--- src/rtl/polar_cartesian_converter_assert.svh ---
// Assertion macros for the polar/Cartesian converter.
// Both sample on the rising edge of clk and are off while arst_n is low.
`ifndef POLAR_CARTESIAN_CONVERTER_ASSERT_SVH
`define POLAR_CARTESIAN_CONVERTER_ASSERT_SVH

// Same-cycle implication
`define PCC_ASSERT_NOW(lbl, ante, cons, msg) \
	lbl: assert property (@(posedge clk) disable iff (!arst_n) (ante) |-> (cons)) \
		else $error(msg);

// Next-cycle implication
`define PCC_ASSERT_NEXT(lbl, ante, cons, msg) \
	lbl: assert property (@(posedge clk) disable iff (!arst_n) (ante) |=> (cons)) \
		else $error(msg);

`endif

--- src/rtl/pcc_pkg.sv ---
package pcc_pkg;

	// Datapath widths: x/y carry 16 fraction bits, z is 1/64 degree with 16 fraction bits
	localparam int FRAC = 16;
	localparam int DW   = 34;
	localparam int ZW   = 32;
	localparam int MAX_ITER = 24;

	// Gain compensation multiply: x split into a signed high and unsigned low part
	localparam int LOW_BITS = 17;
	localparam int HIW      = DW - LOW_BITS;
	localparam int KW       = 31;
	localparam int PHW      = HIW + KW;
	localparam int PLW      = LOW_BITS + 1 + KW;
	localparam int SW       = 66;
	localparam int OSHIFT   = 30 + FRAC;
	localparam int QW       = SW - OSHIFT;

	localparam logic signed [KW-1:0] K_Q30 = 31'sd652032874;

	// Angles in 1/64 degree
	localparam logic signed [15:0] DEG90  = 16'sd5760;
	localparam logic signed [15:0] DEG180 = 16'sd11520;
	localparam logic signed [15:0] DEG360 = 16'sd23040;
	localparam logic signed [ZW-1:0] Z_DEG90 = 32'sd377487360;

	typedef struct packed {
		logic                 mode;
		logic                 origin;
		logic signed [DW-1:0] x;
		logic signed [DW-1:0] y;
		logic signed [ZW-1:0] z;
	} pcc_data_t;

	// Arctangent of 2^-i in 1/64 degree with 16 fraction bits
	function automatic logic signed [ZW-1:0] atan_lut(input int idx);
		logic signed [ZW-1:0] v;
		case (idx)
			0:  v = 32'sd188743680;
			1:  v = 32'sd111421900;
			2:  v = 32'sd58872272;
			3:  v = 32'sd29884485;
			4:  v = 32'sd15000234;
			5:  v = 32'sd7507429;
			6:  v = 32'sd3754631;
			7:  v = 32'sd1877430;
			8:  v = 32'sd938729;
			9:  v = 32'sd469366;
			10: v = 32'sd234683;
			11: v = 32'sd117342;
			12: v = 32'sd58671;
			13: v = 32'sd29335;
			14: v = 32'sd14668;
			15: v = 32'sd7334;
			16: v = 32'sd3667;
			17: v = 32'sd1833;
			18: v = 32'sd917;
			19: v = 32'sd458;
			20: v = 32'sd229;
			21: v = 32'sd115;
			22: v = 32'sd57;
			23: v = 32'sd29;
			default: v = '0;
		endcase
		return v;
	endfunction

endpackage

--- src/rtl/pcc_stage.sv ---
module pcc_stage
	import pcc_pkg::*;
#(
	parameter int SHIFT = 0
) (
	input  logic      clk,
	input  logic      arst_n,
	input  logic      en,
	input  logic      vld_i,
	input  pcc_data_t d_i,
	output logic      vld_o,
	output pcc_data_t d_o
);

	localparam logic signed [ZW-1:0] ATAN = atan_lut(SHIFT);

	logic signed [DW-1:0] xc, yc, dx, dy;
	logic signed [ZW-1:0] zc;
	logic                 neg;
	pcc_data_t            nxt;
	logic                 vld_q;
	pcc_data_t            d_q;

	// One micro-rotation: vectoring steers on y, rotation steers on z
	always_comb begin
		xc  = d_i.x;
		yc  = d_i.y;
		zc  = d_i.z;
		dx  = yc >>> SHIFT;
		dy  = xc >>> SHIFT;
		neg = d_i.mode ? ~zc[ZW-1] : yc[DW-1];
		nxt = d_i;
		if (neg) begin
			nxt.x = xc - dx;
			nxt.y = yc + dy;
			nxt.z = zc - ATAN;
		end else begin
			nxt.x = xc + dx;
			nxt.y = yc - dy;
			nxt.z = zc + ATAN;
		end
	end

	always_ff @(posedge clk or negedge arst_n) begin
		if (!arst_n) begin
			vld_q <= 1'b0;
		end else if (en) begin
			vld_q <= vld_i;
		end
	end

	always_ff @(posedge clk) begin
		if (en) begin
			d_q <= nxt;
		end
	end

	assign vld_o = vld_q;
	assign d_o   = d_q;

endmodule

--- config.mk ---
export PLATFORM = sky130hd
export DESIGN_NAME = pcc_stage
export DESIGN_NICKNAME = d
export VERILOG_FILES = /design/src/rtl/polar_cartesian_converter_assert.svh /design/src/rtl/pcc_pkg.sv /design/src/rtl/pcc_stage.sv
export SDC_FILE = /design/constraint.sdc
export NUM_CORES = 1
export LEC_CHECK = 0
export BUFFER_PORTS_ARGS = -buffer_cell sky130_fd_sc_hd__buf_4
export CAP_MARGIN = 10
export CORE_MARGIN = 10
export CORE_UTILIZATION = 30
export CTS_CLUSTER_SIZE = 20
export DETAILED_ROUTE_END_ITERATION = 8
export GPL_ROUTABILITY_DRIVEN = 0
export GPL_TIMING_DRIVEN = 0
export HOLD_SLACK_MARGIN = 0.12
export PLACE_DENSITY_LB_ADDON = 0.3
export SYNTH_ARGS = -nofsm -noshare
export SYNTH_HDL_FRONTEND = slang
export SYNTH_SLANG_ARGS = --single-unit
--- constraint.sdc ---
create_clock -name clk -period 1.6 [get_ports clk]
set_clock_uncertainty 0.2 [all_clocks]
set_input_delay 0.24 -clock clk [delete_from_list [all_inputs] [get_ports clk]]
set_output_delay 0.24 -clock clk [all_outputs]
set_load 0.01 [all_outputs]
==> results.sh, run 1 <==
export IMPL_critical_path_arrival_ns=2.50
export IMPL_grt_pass1_vias=9250
export IMPL_crit_slowest_cell="or3b_4"
export IMPL_cp_required_ns=1.50
export IMPL_seq_area_mm2=0.00306
export IMPL_p_clk_share_pct=19.2
export IMPL_yosysWarnings=0
export IMPL_cp_cell_sequence="buf_12 -> clkinv_8 -> ha_4 -> or3b_4 -> a311oi_4 -> o31ai_4 -> o31ai_4 -> buf_6 -> o311ai_4 -> a221oi_2 -> mux2i_1 -> xnor2_1"
export IMPL_rr_worst_depth=1
export IMPL_drv_cap=0
export IMPL_fin_hold_ws_ns=0.0975
export IMPL_worst_pin_slew_ns=0.834
export IMPL_syn_nets=1281
export IMPL_multi_input_area_mm2=0.00766
export IMPL_h_tree_depth=3
export IMPL_ios=209
export IMPL_antenna_cells=0
export IMPL_min_path_type="primary input to flop"
export IMPL_period_needed_ns=2.60
export IMPL_routed_wl_um=37900
export IMPL_violations="setup timing"
export IMPL_crit_end="d_o[63]$_DFFE_PP_"
export IMPL_timing_rr_start="vld_o$_DFFE_PN0P_"
export IMPL_die_w_um=198
export IMPL_final_layout_size_suffix_gt1_share_pct=46.5
export IMPL_reg2reg_to="vld_o$_DFFE_PN0P_"
export IMPL_hold_buffers=30
export IMPL_initial_utilization_pct=30.3
export IMPL_path_buf_inv=3
export IMPL_startpoint_type="primary input"
export IMPL_root_buffer="clkbuf_16"
export IMPL_hold_violations=0
export IMPL_endpoint_kind="flop"
export IMPL_drt_wirelength_per_cell_um=21.0
export IMPL_final_core_util_pct=48.9
export IMPL_via_count=9785
export IMPL_cp_top_family="compound AO/OA/AOI/OAI gates"
export IMPL_pwr_share_comb_pct=50.2
export IMPL_cts_tree="yes"
export IMPL_pwr_share_seq_pct=30.6
export IMPL_nFillCells=2846
export IMPL_min_from="d_i[23]"
export IMPL_io_buffer_count=208
export IMPL_cts_buffers=9
export IMPL_synth_async_reset_ratio_pct=0.980
export IMPL_synth_area_mm2=0.00955
export IMPL_ys_seq_area_share_pct=32.0
export IMPL_max_stage_delay_ns=0.40
export IMPL_design_core_area_mm2=0.0315
export IMPL_grt_antenna_before_repair=0
export IMPL_grt_max_degree=62
export IMPL_area_growth_pct=61.0
export IMPL_track_usage_pct=17.9
export IMPL_synthCells=1063
export IMPL_grt_pass1_wl_um=54600
export IMPL_cts_clk_slew_worst_paths_ns=0.07
export IMPL_setup_ws_ns=-0.998
export IMPL_synth_cell_types=87
export IMPL_vdd_drop_max_uv=562
export IMPL_slew_headroom_pct=44.4
export IMPL_power_total_mw=11.8
export IMPL_power_density_mw_per_mm2=771
export IMPL_p_sw_share_pct=36.9
export IMPL_crit_path_frequent_cell="o31ai_4"
export IMPL_rsz0062_at_grt="yes"
export IMPL_dp_hpwl_um=27800
export IMPL_slew_viol_final=0
export IMPL_fin_crit_sh_pct=162
export IMPL_crit_fanout=3
export IMPL_synth_edf_count=101
export IMPL_drtPass1Iterations=5
export IMPL_synth_main_ff_cell="edfxtp_1"
export IMPL_postRouteAntennaNets=0
export IMPL_fmax_mhz=385
export IMPL_ys_ff_latch=102
export IMPL_nets=1616
export IMPL_crit_cells=12
export IMPL_cts_sinks=102
export IMPL_reg2reg_slack_ns=0.65
export IMPL_power_switching_mw=4.37
export IMPL_crit_path_start="d_i[41]"
export IMPL_clkLatencyLatePin_ns=0.36
export IMPL_drt_initial_drc_count=851
export IMPL_die_height_um=198
export IMPL_p_leak_nw=6.32
export IMPL_drc=0
export IMPL_synth_avg_cell_area_um2=8.98
export IMPL_worstSetupPathType="primary input to flop"
export IMPL_routed_via_density=5.42
export IMPL_rows=65
export IMPL_gr_total_overflow=0
export IMPL_status="finished, violations left"
export IMPL_dieArea_mm2=0.0394
export IMPL_setup_viol=68
export IMPL_intPower_mw=7.48
export IMPL_clock_path_buffers=2
cells in the mapped netlist, drive strengths merged, types with 4 or more instances:
library cell | n | area, um2
nand4 | 14 | 87.6
or3 | 7 | 48.8
xor2 | 17 | 149
o211ai | 10 | 75.1
a21oi | 116 | 584
mux2i | 14 | 140
clkbuf | 16 | 60.1
o22ai | 4 | 31.3
and2 | 5 | 31.3
inv | 109 | 409
nand3 | 16 | 80.1
o31a | 5 | 43.8
fa | 4 | 80.1
nor4 | 14 | 93.8
a21o | 14 | 105
nor2 | 82 | 320
a2bb2oi | 5 | 50.0
o21a | 14 | 106
nand2 | 64 | 240
xnor2 | 57 | 499
a31oi | 5 | 31.3
buf | 33 | 185
o21ai | 64 | 320
o21bai | 24 | 180
edfxtp | 101 | 3030
a211oi | 12 | 95.1
o31ai | 16 | 153
nor2b | 12 | 82.6
a2111oi | 5 | 68.8
nor3 | 19 | 106
nand3b | 5 | 37.5
a221oi | 6 | 83.8
nand2b | 14 | 87.6
a311oi | 6 | 58.8
nor3b | 5 | 37.5
ha | 108 | 1350
a22oi | 5 | 42.5
worst min-delay path by stage:
stage	to	slack (ns)	depth (start not counted)
after global routing	d_o[23]$_DFFE_PP_	0.09	2
after CTS	d_o[23]$_DFFE_PP_	0.04	2
after global placement	vld_o$_DFFE_PN0P_	-0.18	1
after floorplan	vld_o$_DFFE_PN0P_	-0.26	0
final	d_o[23]$_DFFE_PP_	0.1	2
after detailed placement	vld_o$_DFFE_PN0P_	-0.18	1
metrics by stage:
step | cells | setup WS [ns] | TNS, ns | area, um2
after floorplan | 1063 | -0.983 | -44.52 | 10500
after global placement | 1673 | -1.63 | -114.14 | 12500
after detailed placement | 1674 | -1.64 | -93.81 | 12500
after CTS | 1764 | -0.944 | -45.39 | 14200
after global routing | 1805 | -1.06 | -50.80 | 15400
final | 1805 | -0.998 | -47.76 | 15400
repair_timing:
item,CTS,global route
setup buffers,48,46
gates resized for setup,149,186
cloned,0,3
endpoints found under the setup margin,73,71
pin swaps,111,112
endpoints found under the hold margin,33,2
sequential cells by signal, indices dropped and copies added (netlist names):
| name | flops |
|---|---|
| d_o | 101 |
| vld_o | 1 |
cell type report:
class | instances | area share [%]
timing repair buffer | 328 | 18.7
inverter | 110 | 3.28
multi-input combinational | 802 | 49.8
tap | 402 | 3.27
clock inverter | 7 | 0.415
buffer | 45 | 3.19
sequential | 102 | 19.9
clock buffer | 9 | 1.46
kinds of logic after synthesis:
kind of cell,Yosys count,synth area share (%)
simple gates,262,13.5
compound gates,339,24.2
xor+xnor,74,6.79
buf+inv,159,6.89
fa+ha+maj,112,15.0
mux,15,1.59
flops,102,32.0
per-layer routing:
| metal | share of wire, % | track usage (%) |
|---|---|---|
| met5 | 0 | 0 |
| met4 | 2.9 | 6.22 |
| met3 | 7.6 | 3.48 |
| met2 | 46 | 28.3 |
| met1 | 43 | 23.8 |
power by group through the flow:
stage	Clock (mW)	Sequential (mW)	Combinational [mW]
global placement	0	3.67	4.56
CTS	2.32	3.63	5.21
floorplan	0	3.90	2.53
global route	2.43	3.66	6.30
finish	2.27	3.62	5.95
detailed placement	0	3.69	4.61
cell usage in the layout (no fill, tap or decap), types with 10 or more instances in the layout:
master / n
a21o_1: 13
a21oi_1: 62
a21oi_2: 43
a21oi_4: 11
buf_12: 13
buf_4: 253
buf_6: 39
buf_8: 15
clkbuf_16: 13
dlygate4sd3_1: 29
edfxtp_1: 101
ha_1: 77
ha_4: 27
inv_1: 82
inv_2: 11
mux2i_1: 10
nand2_1: 52
nand2_2: 10
nand2b_1: 11
nand3_1: 11
nand4_1: 14
nor2_1: 63
nor2_4: 10
o211ai_1: 10
o21a_1: 12
o21ai_0: 27
o21ai_1: 12
o21ai_2: 20
o21bai_1: 21
o31ai_4: 12
xnor2_1: 42
xnor2_2: 15
xor2_1: 17
Power figures use the tool's default switching activity.
==> run 2, diff against run 1 <==
Settings changed: CELL_PAD_IN_SITES_DETAIL_PLACEMENT set to 0, CELL_PAD_IN_SITES_GLOBAL_PLACEMENT set to 2, TNS_END_PERCENT set to 1.
==> run 2 against run 1 <==
The flow still finishes with violations (setup timing); sequential cell count stayed put; sequential power about the same; combinational power shrank 9.4%; cell area down 6.6%; count of clock-buffer cells in the layout did not move; core utilization decreased by 3.2 points; power decreased by 4.5%; non-clock buffer count is 10 lower; sequential share of layout area grew 1.4 points; highest routed layer unchanged.
==> results.sh, run 2 (synthesized netlist as in run 1, its figures left out) <==
export IMPL_gr_total_overflow=0
export IMPL_timing_rr_start="vld_o$_DFFE_PN0P_"
export IMPL_post_place_ws_ns=-2.18
export IMPL_ios=209
export IMPL_drc=0
export IMPL_final_layout_size_suffix_gt1_share_pct=39.5
export IMPL_final_area_mm2=0.0144
export IMPL_root_buffer="clkbuf_16"
export IMPL_max_stage_delay_ns=0.32
export IMPL_vdd_drop_max_uv=534
export IMPL_routed_wl_um=38600
export IMPL_fin_crit_sh_pct=164
export IMPL_critical_path_arrival_ns=2.53
export IMPL_cts_clk_slew_worst_paths_ns=0.08
export IMPL_hold_violations=0
export IMPL_die_w_um=198
export IMPL_initial_utilization_pct=30.3
export IMPL_design_core_area_mm2=0.0315
export IMPL_endpoint_kind="flop"
export IMPL_reg2reg_to="vld_o$_DFFE_PN0P_"
export IMPL_crit_slowest_cell="o211ai_1"
export IMPL_place_area_mm2=0.0118
export IMPL_path_buf_inv=4
export IMPL_crit_fanout=7
export IMPL_grt_antenna_before_repair=1
export IMPL_grt_max_degree=58
export IMPL_antenna_cells=0
export IMPL_clock_path_buffers=2
export IMPL_nets=1606
export IMPL_p_leak_nw=5.99
export IMPL_cts_tree="yes"
export IMPL_fin_hold_ws_ns=0.0203
export IMPL_cp_cell_sequence="buf_8 -> inv_4 -> ha_4 -> buf_8 -> nand4_1 -> buf_4 -> nor3_4 -> o211ai_1 -> nand3_2 -> a311oi_4 -> o211ai_1 -> o311ai_4 -> xnor2_2"
export IMPL_largest_reg_flops=101
export IMPL_drt_wirelength_per_cell_um=21.5
export IMPL_hold_depth=2
export IMPL_setup_ws_ns=-1.02
export IMPL_via_count=9388
export IMPL_power_density_mw_per_mm2=788
export IMPL_setup_viol=69
export IMPL_cp_required_ns=1.51
export IMPL_dieArea_mm2=0.0394
export IMPL_h_tree_depth=3
export IMPL_routed_via_density=5.23
export IMPL_grt_pass1_vias=9341
export IMPL_io_buffer_count=208
export IMPL_worstSetupPathType="primary input to flop"
export IMPL_clkLatencyLatePin_ns=0.36
export IMPL_slew_headroom_pct=33.5
export IMPL_drtPass1Iterations=6
export IMPL_cts_sinks=102
export IMPL_status="finished, violations left"
export IMPL_worst_pin_slew_ns=0.997
export IMPL_grt_pass1_wl_um=57200
export IMPL_final_common_cell="buf_4"
export IMPL_die_height_um=198
export IMPL_min_from="d_i[23]"
export IMPL_startpoint_type="primary input"
export IMPL_violations="setup timing"
export IMPL_hold_buffers=29
export IMPL_final_cell_mix="buf_4, edfxtp_1, inv_1"
export IMPL_postRouteAntennaNets=0
export IMPL_fmax_mhz=381
export IMPL_period_needed_ns=2.62
export IMPL_min_to="d_o[23]$_DFFE_PP_"
export IMPL_rr_worst_depth=1
export IMPL_cp_top_family="compound AO/OA/AOI/OAI gates"
export IMPL_min_path_type="primary input to flop"
export IMPL_area_growth_pct=50.3
export IMPL_slew_viol_final=0
export IMPL_rows=65
export IMPL_nFillCells=3063
export IMPL_drt_initial_drc_count=592
export IMPL_cts_buffers=9
export IMPL_rsz0062_at_grt="yes"
export IMPL_track_usage_pct=18.8
export IMPL_dp_hpwl_um=29400
export IMPL_drv_cap=0
export IMPL_reg2reg_slack_ns=0.65
[run 2: changes by cell type in the layout (fill, tap and decap cells not counted), sizes merged]
cell	before	now
buf	326	318
inv	108	111
clkinv	6	4
bufinv	1	0
clkbuf	26	25
dlymetal6s4s	1	0
[run 2: routing by layer]
layer | GRT usage, % | vias up | part of all wire [%]
met5 | 0 | - | 0
met4 | 4.21 | 0 | 1.5
met3 | 2.59 | 32 | 5.3
met2 | 31.0 | 287 | 47
met1 | 25.5 | 4595 | 46
li1 | - | 4474 | -
[run 2: how the worst max path moves through the flow]
stage | startpoint | end | slack [ns] | cells after the start
5_1_grt | d_i[40] | d_o[95]$_DFFE_PP_ | -1.08 | 13
3_3_place_gp | d_i[32] | d_o[92]$_DFFE_PP_ | -2.16 | 11
3_5_place_dp | d_i[32] | d_o[92]$_DFFE_PP_ | -2.18 | 11
6_report | d_i[40] | d_o[95]$_DFFE_PP_ | -1.02 | 13
2_1_floorplan | d_i[32] | d_o[64]$_DFFE_PP_ | -0.99 | 10
4_1_cts | d_i[66] | d_o[64]$_DFFE_PP_ | -1.01 | 11
[run 2: stage by stage]
| stage | setup TNS, ns | util [%] | std cells | power, mW |
|---|---|---|---|---|
| 2_1_floorplan | -51.68 | - | 1063 | 6.14 |
| 5_1_grt | -55.74 | 45.6 | 1795 | 11.9 |
| 6_report | -50.37 | 45.6 | 1795 | 11.3 |
| 3_5_place_dp | -115.12 | 37.6 | 1674 | 8.01 |
| 3_3_place_gp | -138.89 | 37.5 | 1673 | 7.99 |
| 4_1_cts | -52.39 | 42.5 | 1754 | 10.9 |
[run 2: cell type report]
type	count	area, um2	area share [%]
multi-input cells	802	7010	48.9
flip-flops and latches	102	3060	21.3
repair buffers	316	2570	17.9
well taps	402	503	3.50
plain buffers	47	477	3.32
inverters	110	437	3.04
clock buffers	9	225	1.57
clock inverters	7	66.3	0.462
[run 2: where the power goes]
part           internal [mW]  total, mW  switching, mW
Clock                   1.10       2.30           1.20
Sequential              3.50       3.62          0.126
Combinational           2.46       5.39           2.93
[run 2: timing repair]
action | 4_1_cts | 5_1_grt
hold endpoints to repair | 31 | 1
buffers inserted | 36 | 42
pin swaps | 69 | 88
resized for setup | 158 | 159
endpoints found under the setup margin | 75 | 72
cloned | 0 | 1
